===== config.mk =====
export PLATFORM = sky130hd
export DESIGN_NAME = sfrb_ram
export DESIGN_NICKNAME = d
export VERILOG_FILES = /design/src/rtl/sfrb_ram.sv
export SDC_FILE = /design/constraint.sdc
export NUM_CORES = 1
export LEC_CHECK = 0
export ABC_AREA = 1
export BUFFER_PORTS_ARGS = -buffer_cell sky130_fd_sc_hd__buf_2
export CAP_MARGIN = 20
export CORE_ASPECT_RATIO = 0.7
export CORE_MARGIN = 2
export CORE_UTILIZATION = 50
export DETAILED_ROUTE_END_ITERATION = 8
export PLACE_DENSITY = 0.75
export SYNTH_ARGS = -nofsm -noshare
export SYNTH_HDL_FRONTEND = slang
export SYNTH_SLANG_ARGS = --single-unit

===== constraint.sdc =====
create_clock -name clock -period 1.4 [get_ports clock]
set_input_delay 0.14 -clock clock [delete_from_list [all_inputs] [get_ports clock]]
set_output_delay 0.14 -clock clock [all_outputs]
set_load 0.02 [all_outputs]

===== src/rtl/sfrb_ram.sv =====
// Generic single-write, single-read RAM with registered read data.
module sfrb_ram #(
   parameter int unsigned WIDTH = 8,
   parameter int unsigned DEPTH = 16
) (
   input  logic                     clock,
   input  logic                     wr_en,
   input  logic [$clog2(DEPTH)-1:0] wr_addr,
   input  logic [WIDTH-1:0]         wr_data,
   input  logic [$clog2(DEPTH)-1:0] rd_addr,
   output logic [WIDTH-1:0]         rd_data
);

   logic [WIDTH-1:0] mem_ff [DEPTH];
   logic [WIDTH-1:0] rd_data_ff;

   always_ff @(posedge clock) begin
      if (wr_en) begin
         mem_ff[wr_addr] <= wr_data;
      end
      rd_data_ff <= mem_ff[rd_addr];
   end

   assign rd_data = rd_data_ff;

endmodule


==> results of run 1 <==
-- routing by layer --
layer / vias up / wire, um / global-route usage, %
met4: 0 / 119 / 7.89
li1: 1868 / - / -
met2: 172 / 6010 / 34.3
met1: 1922 / 5920 / 33.6
met5: - / 0 / 0
met3: 9 / 1140 / 4.69
-- cell usage in the layout, fill, tap and decap left out --
| cell | count |
|---|---|
| inv_2 | 2 |
| clkinv_1 | 3 |
| nand3b_1 | 2 |
| clkinv_2 | 1 |
| clkbuf_8 | 1 |
| buf_2 | 25 |
| nand3_1 | 97 |
| edfxtp_1 | 128 |
| dfxtp_1 | 8 |
| clkinvlp_4 | 5 |
| inv_1 | 100 |
| nor2_1 | 17 |
| nand2_1 | 173 |
| clkbuf_16 | 17 |
| buf_4 | 23 |
| buf_12 | 4 |
| bufinv_16 | 5 |
-- cell type report --
class	instances	area (um2)
Multi-Input combinational cell	289	1210
Clock inverter	14	204
Clock buffer	18	439
Inverter	102	383
Fill cell	889	4320
Sequential cell	136	4000
Tap cell	153	191
Timing Repair Buffer	52	378
-- path summary, 6_finish.rpt --
kind                 startpoint         end  slack [ns]  depth (start not counted)
setup / recovery     rd_data[5]  rd_data[5]        0.25                          1
hold / removal       rd_addr[3]  rd_data[5]        0.10                          3
setup reg to reg   mem_ff[6][5]  rd_data[5]        0.37                          6
hold reg to reg   mem_ff[14][6]  rd_data[6]        0.67                          6
-- power by group through the flow --
| stage | clock network (uW) | logic, uW | registers, uW |
|---|---|---|---|
| finish | 4810 | 600 | 4590 |
| global route | 5000 | 667 | 4590 |
| CTS | 4840 | 598 | 4590 |
| detailed placement | 0 | 593 | 4670 |
| global placement | 0 | 578 | 4670 |
| floorplan | 0 | 321 | 4690 |
-- per-stage QoR --
| step | worst slack [ns] | total power, uW | hold slack [ns] | util, % | cells |
|---|---|---|---|---|---|
| final | 0.247 | 10000 | 0.101 | 61.2 | 764 |
| after detailed placement | 0.141 | 5260 | 0.518 | 55.4 | 732 |
| after floorplan | 0.309 | 5010 | 0.239 | - | 551 |
| after global routing | 0.226 | 10300 | 0.0948 | 61.2 | 764 |
| after CTS | 0.233 | 10000 | 0.0803 | 61.2 | 764 |
| after global placement | 0.166 | 5240 | 0.519 | 55.4 | 732 |
-- synthesized netlist by cell type (all sizes together) --
| library cell | instances |
|---|---|
| nand3b | 2 |
| nand2 | 173 |
| edfxtp | 128 |
| dfxtp | 8 |
| nand3 | 97 |
| buf | 24 |
| inv | 102 |
| nor2 | 17 |
-- cells by family after synthesis --
logic type / count (synthesis)
buffers and inverters: 126
AND/OR/NAND/NOR: 289
flip-flops: 136
-- state kept, by name, indices dropped and copies added, names as in the netlist --
register  flops
rd_data       8
mem_ff      128
==> flow_summary.json, run 1 <==
{
  "synthCells": 551,
  "tightestPinTransition_ns": 0.377,
  "critPathTopFamily": "flip-flops",
  "cts-buffers-inserted": 17,
  "drc": 0,
  "cp.arrival_ns": 1.01,
  "clkPwrFrac_pct": 48.1,
  "grt_overflow": 0,
  "clkTransAtPathRegs_ns": 0.06,
  "clkLatencyLatePin_ns": 0.42,
  "p_seq_share_pct": 45.9,
  "cts_buffer_depth": 2,
  "num_vias": 3971,
  "yosys.area_share.simple_pct": 21.0,
  "track_usage_pct": 22.9,
  "status": "finished, final reports clean",
  "die_h_um": 93.9,
  "max-vdd-ir-drop_mv": 0.891,
  "gp_congestion": 0.857,
  "synth.distinct_cells": 12,
  "max-slew-margin-rel_pct": 74.9,
  "p_switching_uw": 2080,
  "p_leak_uw": 0.00297,
  "viasPerCell": 5.20,
  "htreeDepth": 4,
  "hold_viol_final": 0,
  "wl_per_cell_um": 17.3,
  "first_global_vias": 3745,
  "switching_share_pct": 20.8,
  "synth.avg_cell_area_um2": 10.5,
  "synthXorXnorAreaFrac_pct": 0,
  "internal-power_uw": 7920,
  "antenna_found_initial": 0,
  "drv_cap": 0,
  "setup_viol": 0,
  "synth_compound_area_share_pct": 0,
  "worst-path-buf-inv": 1,
  "synth_fp_nets": 569,
  "critPathSlowestCell": "dfxtp_1",
  "crit_required_ns": 1.26,
  "startpoint_type": "flip-flop",
  "dr.pass1.iters": 5,
  "finalWirelength_mm": 13.2,
  "cts_tree": "built",
  "fmax_ghz": 0.867,
  "synth_area_leaders": "edfxtp_1 (67%), nand2_1 (11%), nand3_1 (8.4%), inv_1 (6.5%), dfxtp_1 (2.8%)",
  "fp.dieW_um": 132,
  "diodes": 0,
  "io_pins": 26,
  "cts.sinks": 136,
  "synth_fa_ha_area_share_pct": 0,
  "setup_tns_ns": 0,
  "initialDrtViolationCount": 549,
  "ys_seq_area_share_pct": 69.4,
  "pwr-share-comb_pct": 6.0,
  "fin_crit_ns": 1.15,
  "final_layout_size_suffix_gt1_share_pct": 13.6,
  "rsz0062_at_grt": "no",
  "dpl_cell_area_um2": 6170,
  "dpl.hpwl_mm": 8.27,
  "post-cts-setup-buffers": 0,
  "crit_fanout": 1,
  "die-area_um2": 12400,
  "yosysWarnings": 0,
  "rows": 32,
  "maxSlewViolCount": 0,
  "ctsRootBufferMaster": "clkbuf_16",
  "synth_area_um2": 5770,
  "ys_seq_elements": 136,
  "nets": 616,
  "worstHoldPathType": "in2reg",
  "p_per_area_nw_per_um2": 1470,
  "cp_cell_sequence": "buf_2",
  "ant_nets": 0,
  "start_util_pct": 51.8,
  "cts_hold_buffers": 0,
  "finalCritPeriodShare_pct": 82.4,
  "synth_top_family_by_area": "simple AND/OR/NAND/NOR gates",
  "muxShareOfSynthArea_pct": 0,
  "yosysTopAreaCell": "edfxtp_1",
  "port_buffers": 25,
  "syn_to_final_growth_pct": 18.1,
  "cts_resized": 0,
  "core_area_um2": 11100,
  "worstSetupPathType": "reg2out",
  "grt_pass1_wl_mm": 20.7,
  "grt_max_degree": 50,
  "finClkSkew_ns": 0.00602,
  "crit_path_end_kind": "output port",
  "synth_top_area_share_pct": 66.7,
  "final_area_um2": 6810,
  "critPathMaxStageDelay_ns": 0.40
}
Note: power is estimated with default switching activity, not from simulation.
==> run 2, diff against run 1 <==
--- a/config.mk
+++ b/config.mk
@@ -12,7 +12,7 @@
 export CORE_MARGIN = 2
 export CORE_UTILIZATION = 50
 export DETAILED_ROUTE_END_ITERATION = 8
-export PLACE_DENSITY = 0.75
+export PLACE_DENSITY = 0.78
 export SYNTH_ARGS = -nofsm -noshare
 export SYNTH_HDL_FRONTEND = slang
 export SYNTH_SLANG_ARGS = --single-unit
==> constraint.sdc (replaced) <==
create_clock -name clock -period 0.9 [get_ports clock]
set_input_delay 0.09 -clock clock [delete_from_list [all_inputs] [get_ports clock]]
set_output_delay 0.09 -clock clock [all_outputs]
set_load 0.02 [all_outputs]
==> flow_summary.json, run 2 (synthesis results as in run 1) <==
{
  "dpl_cell_area_um2": 6270,
  "finalWirelength_mm": 13.4,
  "cts_buffer_depth": 2,
  "clkLatencyLatePin_ns": 0.41,
  "p_leak_uw": 0.00307,
  "dr.pass1.iters": 5,
  "final_layout_size_suffix_gt1_share_pct": 23.9,
  "hold_viol_final": 0,
  "cts_tree": "built",
  "largest_reg_flops": 128,
  "finalCritPeriodShare_pct": 110,
  "fp.dieW_um": 132,
  "min_delay_path_depth": 1,
  "initialDrtViolationCount": 398,
  "antenna_found_initial": 0,
  "fin_crit_ns": 0.987,
  "max-vdd-ir-drop_mv": 1.64,
  "violations": "negative setup slack",
  "ant_nets": 0,
  "start_util_pct": 51.8,
  "worstHoldPathType": "in2reg",
  "fmax_ghz": 1.01,
  "worstSetupPathType": "reg2reg",
  "die-area_um2": 12400,
  "htreeDepth": 4,
  "ctsRootBufferMaster": "clkbuf_16",
  "track_usage_pct": 22.8,
  "max-slew-margin-rel_pct": 63.5,
  "hold-worst-slack_ns": 0.0918,
  "final_area_um2": 7110,
  "drv_cap": 0,
  "cts.sinks": 136,
  "layout_commonest_cell": "nand2_1",
  "cts-buffers-inserted": 17,
  "tightestPinTransition_ns": 0.546,
  "rsz0062_at_grt": "yes",
  "setup_tns_ns": -0.754,
  "r2r-start": "mem_ff[4][4]",
  "num_vias": 3986,
  "status": "finished with violations",
  "setup_viol": 16,
  "nets": 621,
  "rrSetupSlack_ns": -0.09,
  "grt_max_degree": 60,
  "setup_ws_ns": -0.0874,
  "grt_use_met1_pct": 31.9,
  "use_met3_pct": 5.18,
  "whs_endpoint": "mem_ff[5][1]",
  "port_buffers": 25,
  "viasPerCell": 5.18,
  "rows": 32,
  "grt_overflow": 0,
  "cts_hold_buffers": 0,
  "top_register": "mem_ff",
  "drc": 0,
  "min_from": "wr_data[1]",
  "worst_r2r_endpoint": "rd_data[4]",
  "die_h_um": 93.9,
  "final_cell_mix": "nand2_1 (168), edfxtp_1 (128), inv_1 (98)",
  "crit_path_end_kind": "flip-flop",
  "maxSlewViolCount": 0,
  "diodes": 0,
  "finClkSkew_ns": 0.00594,
  "dpl.hpwl_mm": 8.03,
  "crit_fanout": 1,
  "startpoint_type": "flip-flop",
  "grt_pass1_wl_mm": 20.6,
  "syn_to_final_growth_pct": 23.3,
  "wl_per_cell_um": 17.4,
  "io_pins": 26,
  "post-place-ws_ns": -0.248,
  "gp_congestion": 0.891,
  "grt_busiest_layer": "met2",
  "first_global_vias": 3815,
  "crit_required_ns": 1.20,
  "p_per_area_nw_per_um2": 2080,
  "clkTransAtPathRegs_ns": 0.06,
  "cp.arrival_ns": 1.29,
  "reg2reg_depth": 6,
  "core_area_um2": 11100,
  "use_met2_pct": 35.6
}
==> run 2: cell types whose count changed in the layout (fill, tap and decap cells not counted), sizes merged <==
cell / before / now
inv: 102 / 103
clkinvlp: 5 / 3
clkinv: 4 / 9
bufinv: 5 / 2
clkbuf: 18 / 17
buf: 52 / 57
==> run 2: what timing repair did <==
item | in CTS | in global routing
resized for setup | 36 | 34
endpoints found under the hold margin | 0 | 0
setup endpoints to repair | 16 | 16
setup buffers | 0 | 0
pin swaps | 14 | 11
==> run 2: worst max-delay path by stage <==
stage / from / endpoint / slack (ns) / cells past startpoint
2_1_floorplan: wr_addr[0] / mem_ff[0][0] / -0.12 / 3
3_3_place_gp: rd_addr[0] / rd_data[5] / -0.21 / 7
3_5_place_dp: rd_addr[0] / rd_data[3] / -0.25 / 7
4_1_cts: mem_ff[3][4] / rd_data[4] / -0.08 / 6
5_1_grt: mem_ff[7][5] / rd_data[5] / -0.12 / 6
6_report: mem_ff[4][4] / rd_data[4] / -0.09 / 6
==> run 2: metal layers <==
layer | vias up | routed length, um
met4 | 0 | 162
met2 | 153 | 6310
li1 | 1882 | -
met5 | - | 0
met1 | 1936 | 5920
met3 | 15 | 972
==> run 2: stage by stage <==
step           cells  power (uW)  utilization, %
6_report         769       14800            63.9
5_1_grt          769       15300            63.9
4_1_cts          769       14800            62.5
3_5_place_dp     737        8240            56.4
3_3_place_gp     737        8210            56.4
2_1_floorplan    551        7810               -
==> run 2: layout make-up <==
class,instances,area [um2]
Inverter,102,383
Multi-Input combinational cell,289,1460
Sequential cell,136,4010
Clock buffer,17,425
Fill cell,861,4020
Timing Repair Buffer,57,503
Clock inverter,15,135
Tap cell,153,191
==> run 2: worst max-delay path, cell delays in order, from the launching register on <==
cell and delay [ns]:
edfxtp_1 0.37, inv_1 0.08, nand2_1 0.05, nand3_1 0.08
nand3_2 0.12, nand3_4 0.11, nand2_1 0.06
==> run 2: power breakdown <==
part           internal [uW]  total [uW]  switching [uW]
Sequential              7090        7140            52.2
Clock                   4020        6530            2510
Combinational            404        1150             747
Total                  11500       14800            3300
==> run 3, diff against run 2 <==
--- a/config.mk
+++ b/config.mk
@@ -12,6 +12,8 @@
 export CORE_MARGIN = 2
 export CORE_UTILIZATION = 50
 export DETAILED_ROUTE_END_ITERATION = 8
+export GPL_ROUTABILITY_DRIVEN = 0
+export GPL_TIMING_DRIVEN = 0
 export PLACE_DENSITY = 0.78
 export SYNTH_ARGS = -nofsm -noshare
 export SYNTH_HDL_FRONTEND = slang
==> flow_summary.json, run 3 (synthesis results as in run 1) <==
{
  "status": "finished with violations",
  "violations": "negative setup slack",
  "wl_per_cell_um": 19.5,
  "htreeDepth": 4,
  "maxSlewViolCount": 0,
  "top_register": "mem_ff",
  "finalCritPeriodShare_pct": 111,
  "hold_viol_final": 0,
  "dr.pass1.iters": 5,
  "cts_hold_buffers": 0,
  "num_vias": 4045,
  "finalWirelength_mm": 14.9,
  "multiInputGateArea_um2": 1650,
  "grt_max_degree": 17,
  "cp.arrival_ns": 1.29,
  "clkLatencyLatePin_ns": 0.42,
  "io_pins": 26,
  "die_h_um": 93.9,
  "setup_tns_ns": -0.920,
  "viasPerCell": 5.31,
  "syn_to_final_growth_pct": 25.5,
  "final_layout_size_suffix_gt1_share_pct": 28.6,
  "track_usage_pct": 25.2,
  "antenna_found_initial": 0,
  "cts.sinks": 136,
  "crit_path_end_kind": "flip-flop",
  "cts-buffers-inserted": 17,
  "p_per_area_nw_per_um2": 2100,
  "largest_reg_flops": 128,
  "ant_nets": 0,
  "hold-worst-slack_ns": 0.0935,
  "cts_tree": "built",
  "drv_cap": 0,
  "core_area_um2": 11100,
  "die-area_um2": 12400,
  "fillers": 863,
  "final_cell_mix": "nand2_1 (157), edfxtp_1 (128), inv_1 (100)",
  "drc": 0,
  "dpl.hpwl_mm": 9.37,
  "clkTransAtPathRegs_ns": 0.06,
  "initialDrtViolationCount": 519,
  "p_leak_uw": 0.00307,
  "nets": 614,
  "setup_viol": 24,
  "first_global_vias": 3894,
  "tightestPinTransition_ns": 0.585,
  "grt_overflow": 0,
  "diodes": 0,
  "rsz0062_at_grt": "yes",
  "layout_commonest_cell": "nand2_1",
  "finClkSkew_ns": 0.0114,
  "max-vdd-ir-drop_mv": 1.60,
  "fin_crit_ns": 0.998,
  "ctsRootBufferMaster": "clkbuf_16",
  "rows": 32,
  "worstHoldPathType": "in2reg",
  "startpoint_type": "flip-flop",
  "max-slew-margin-rel_pct": 61.0,
  "fmax_ghz": 1.00,
  "start_util_pct": 51.8,
  "setup_ws_ns": -0.0982,
  "crit_fanout": 1,
  "cts_buffer_depth": 2,
  "crit_required_ns": 1.19,
  "port_buffers": 22,
  "grt_pass1_wl_mm": 22.3,
  "seq_area_um2": 4010,
  "worstSetupPathType": "reg2reg",
  "fp.dieW_um": 132
}
## run 3: changes by cell type in the layout (fill, tap and decap cells not counted), sizes merged
cell	previous run	this run
inv	103	102
bufinv	2	0
clkbuf	17	28
clkinvlp	3	1
clkinv	9	3
buf	57	50
## run 3: metal layers
layer	wire, um	vias up	track usage [%]
met5	0	-	0
met2	6590	218	37.0
met3	1700	14	9.33
met4	145	0	6.45
li1	-	1867	-
met1	6450	1946	35.7
## run 3: path summary, 6_finish.rpt
kind	slack, ns	depth (start not counted)	start	to
worst max-delay path	-0.1	6	mem_ff[10][2]	rd_data[2]
worst min-delay path	0.09	4	rd_addr[2]	rd_data[3]
worst max register to register	-0.1	6	mem_ff[10][2]	rd_data[2]
worst min register to register	0.70	6	mem_ff[6][7]	rd_data[7]
## run 3: worst max-delay path, stage by stage (launching register included)
cell and delay, ns:
edfxtp_1 0.39, inv_1 0.07, nand2_1 0.06, nand3_2 0.12, nand3_2 0.09, nand3_2 0.08, nand2_2 0.07
## run 3: cell type report
| class | instances | share of cell area (%) |
|---|---|---|
| clock buffer | 28 | 7.87 |
| tap | 153 | 2.64 |
| inverter | 102 | 5.29 |
| multi-input combinational | 289 | 22.9 |
| buffer | 24 | 2.30 |
| clock inverter | 4 | 0.363 |
| sequential | 136 | 55.5 |
| timing repair buffer | 26 | 3.23 |
## run 3: where the power goes
| group | internal [uW] | total (uW) | switching [uW] | leakage [uW] |
|---|---|---|---|---|
| Combinational | 391 | 1240 | 849 | 0.00155 |
| Clock | 4300 | 6810 | 2510 | 0.000293 |
| Sequential | 7090 | 7140 | 47.5 | 0.00122 |
## run 3: through the flow
step                utilization [%]  area, um2  setup WS [ns]  cells  total power, uW
finish                         65.0       7240        -0.0982    762            15200
global route                   65.0       7240         -0.148    762            15600
CTS                            62.5       6960         -0.103    758            15000
detailed placement             54.8       6100         -0.593    726             8220
global placement               54.8       6100         -0.557    726             8190
floorplan                         -       5790         -0.119    551             7810
## run 3: what timing repair did
item | CTS | global route
pin swaps | 1 | 25
gates resized for setup | 73 | 46
setup endpoints to repair | 112 | 84
hold endpoints to repair | 0 | 0
buffers inserted | 0 | 4
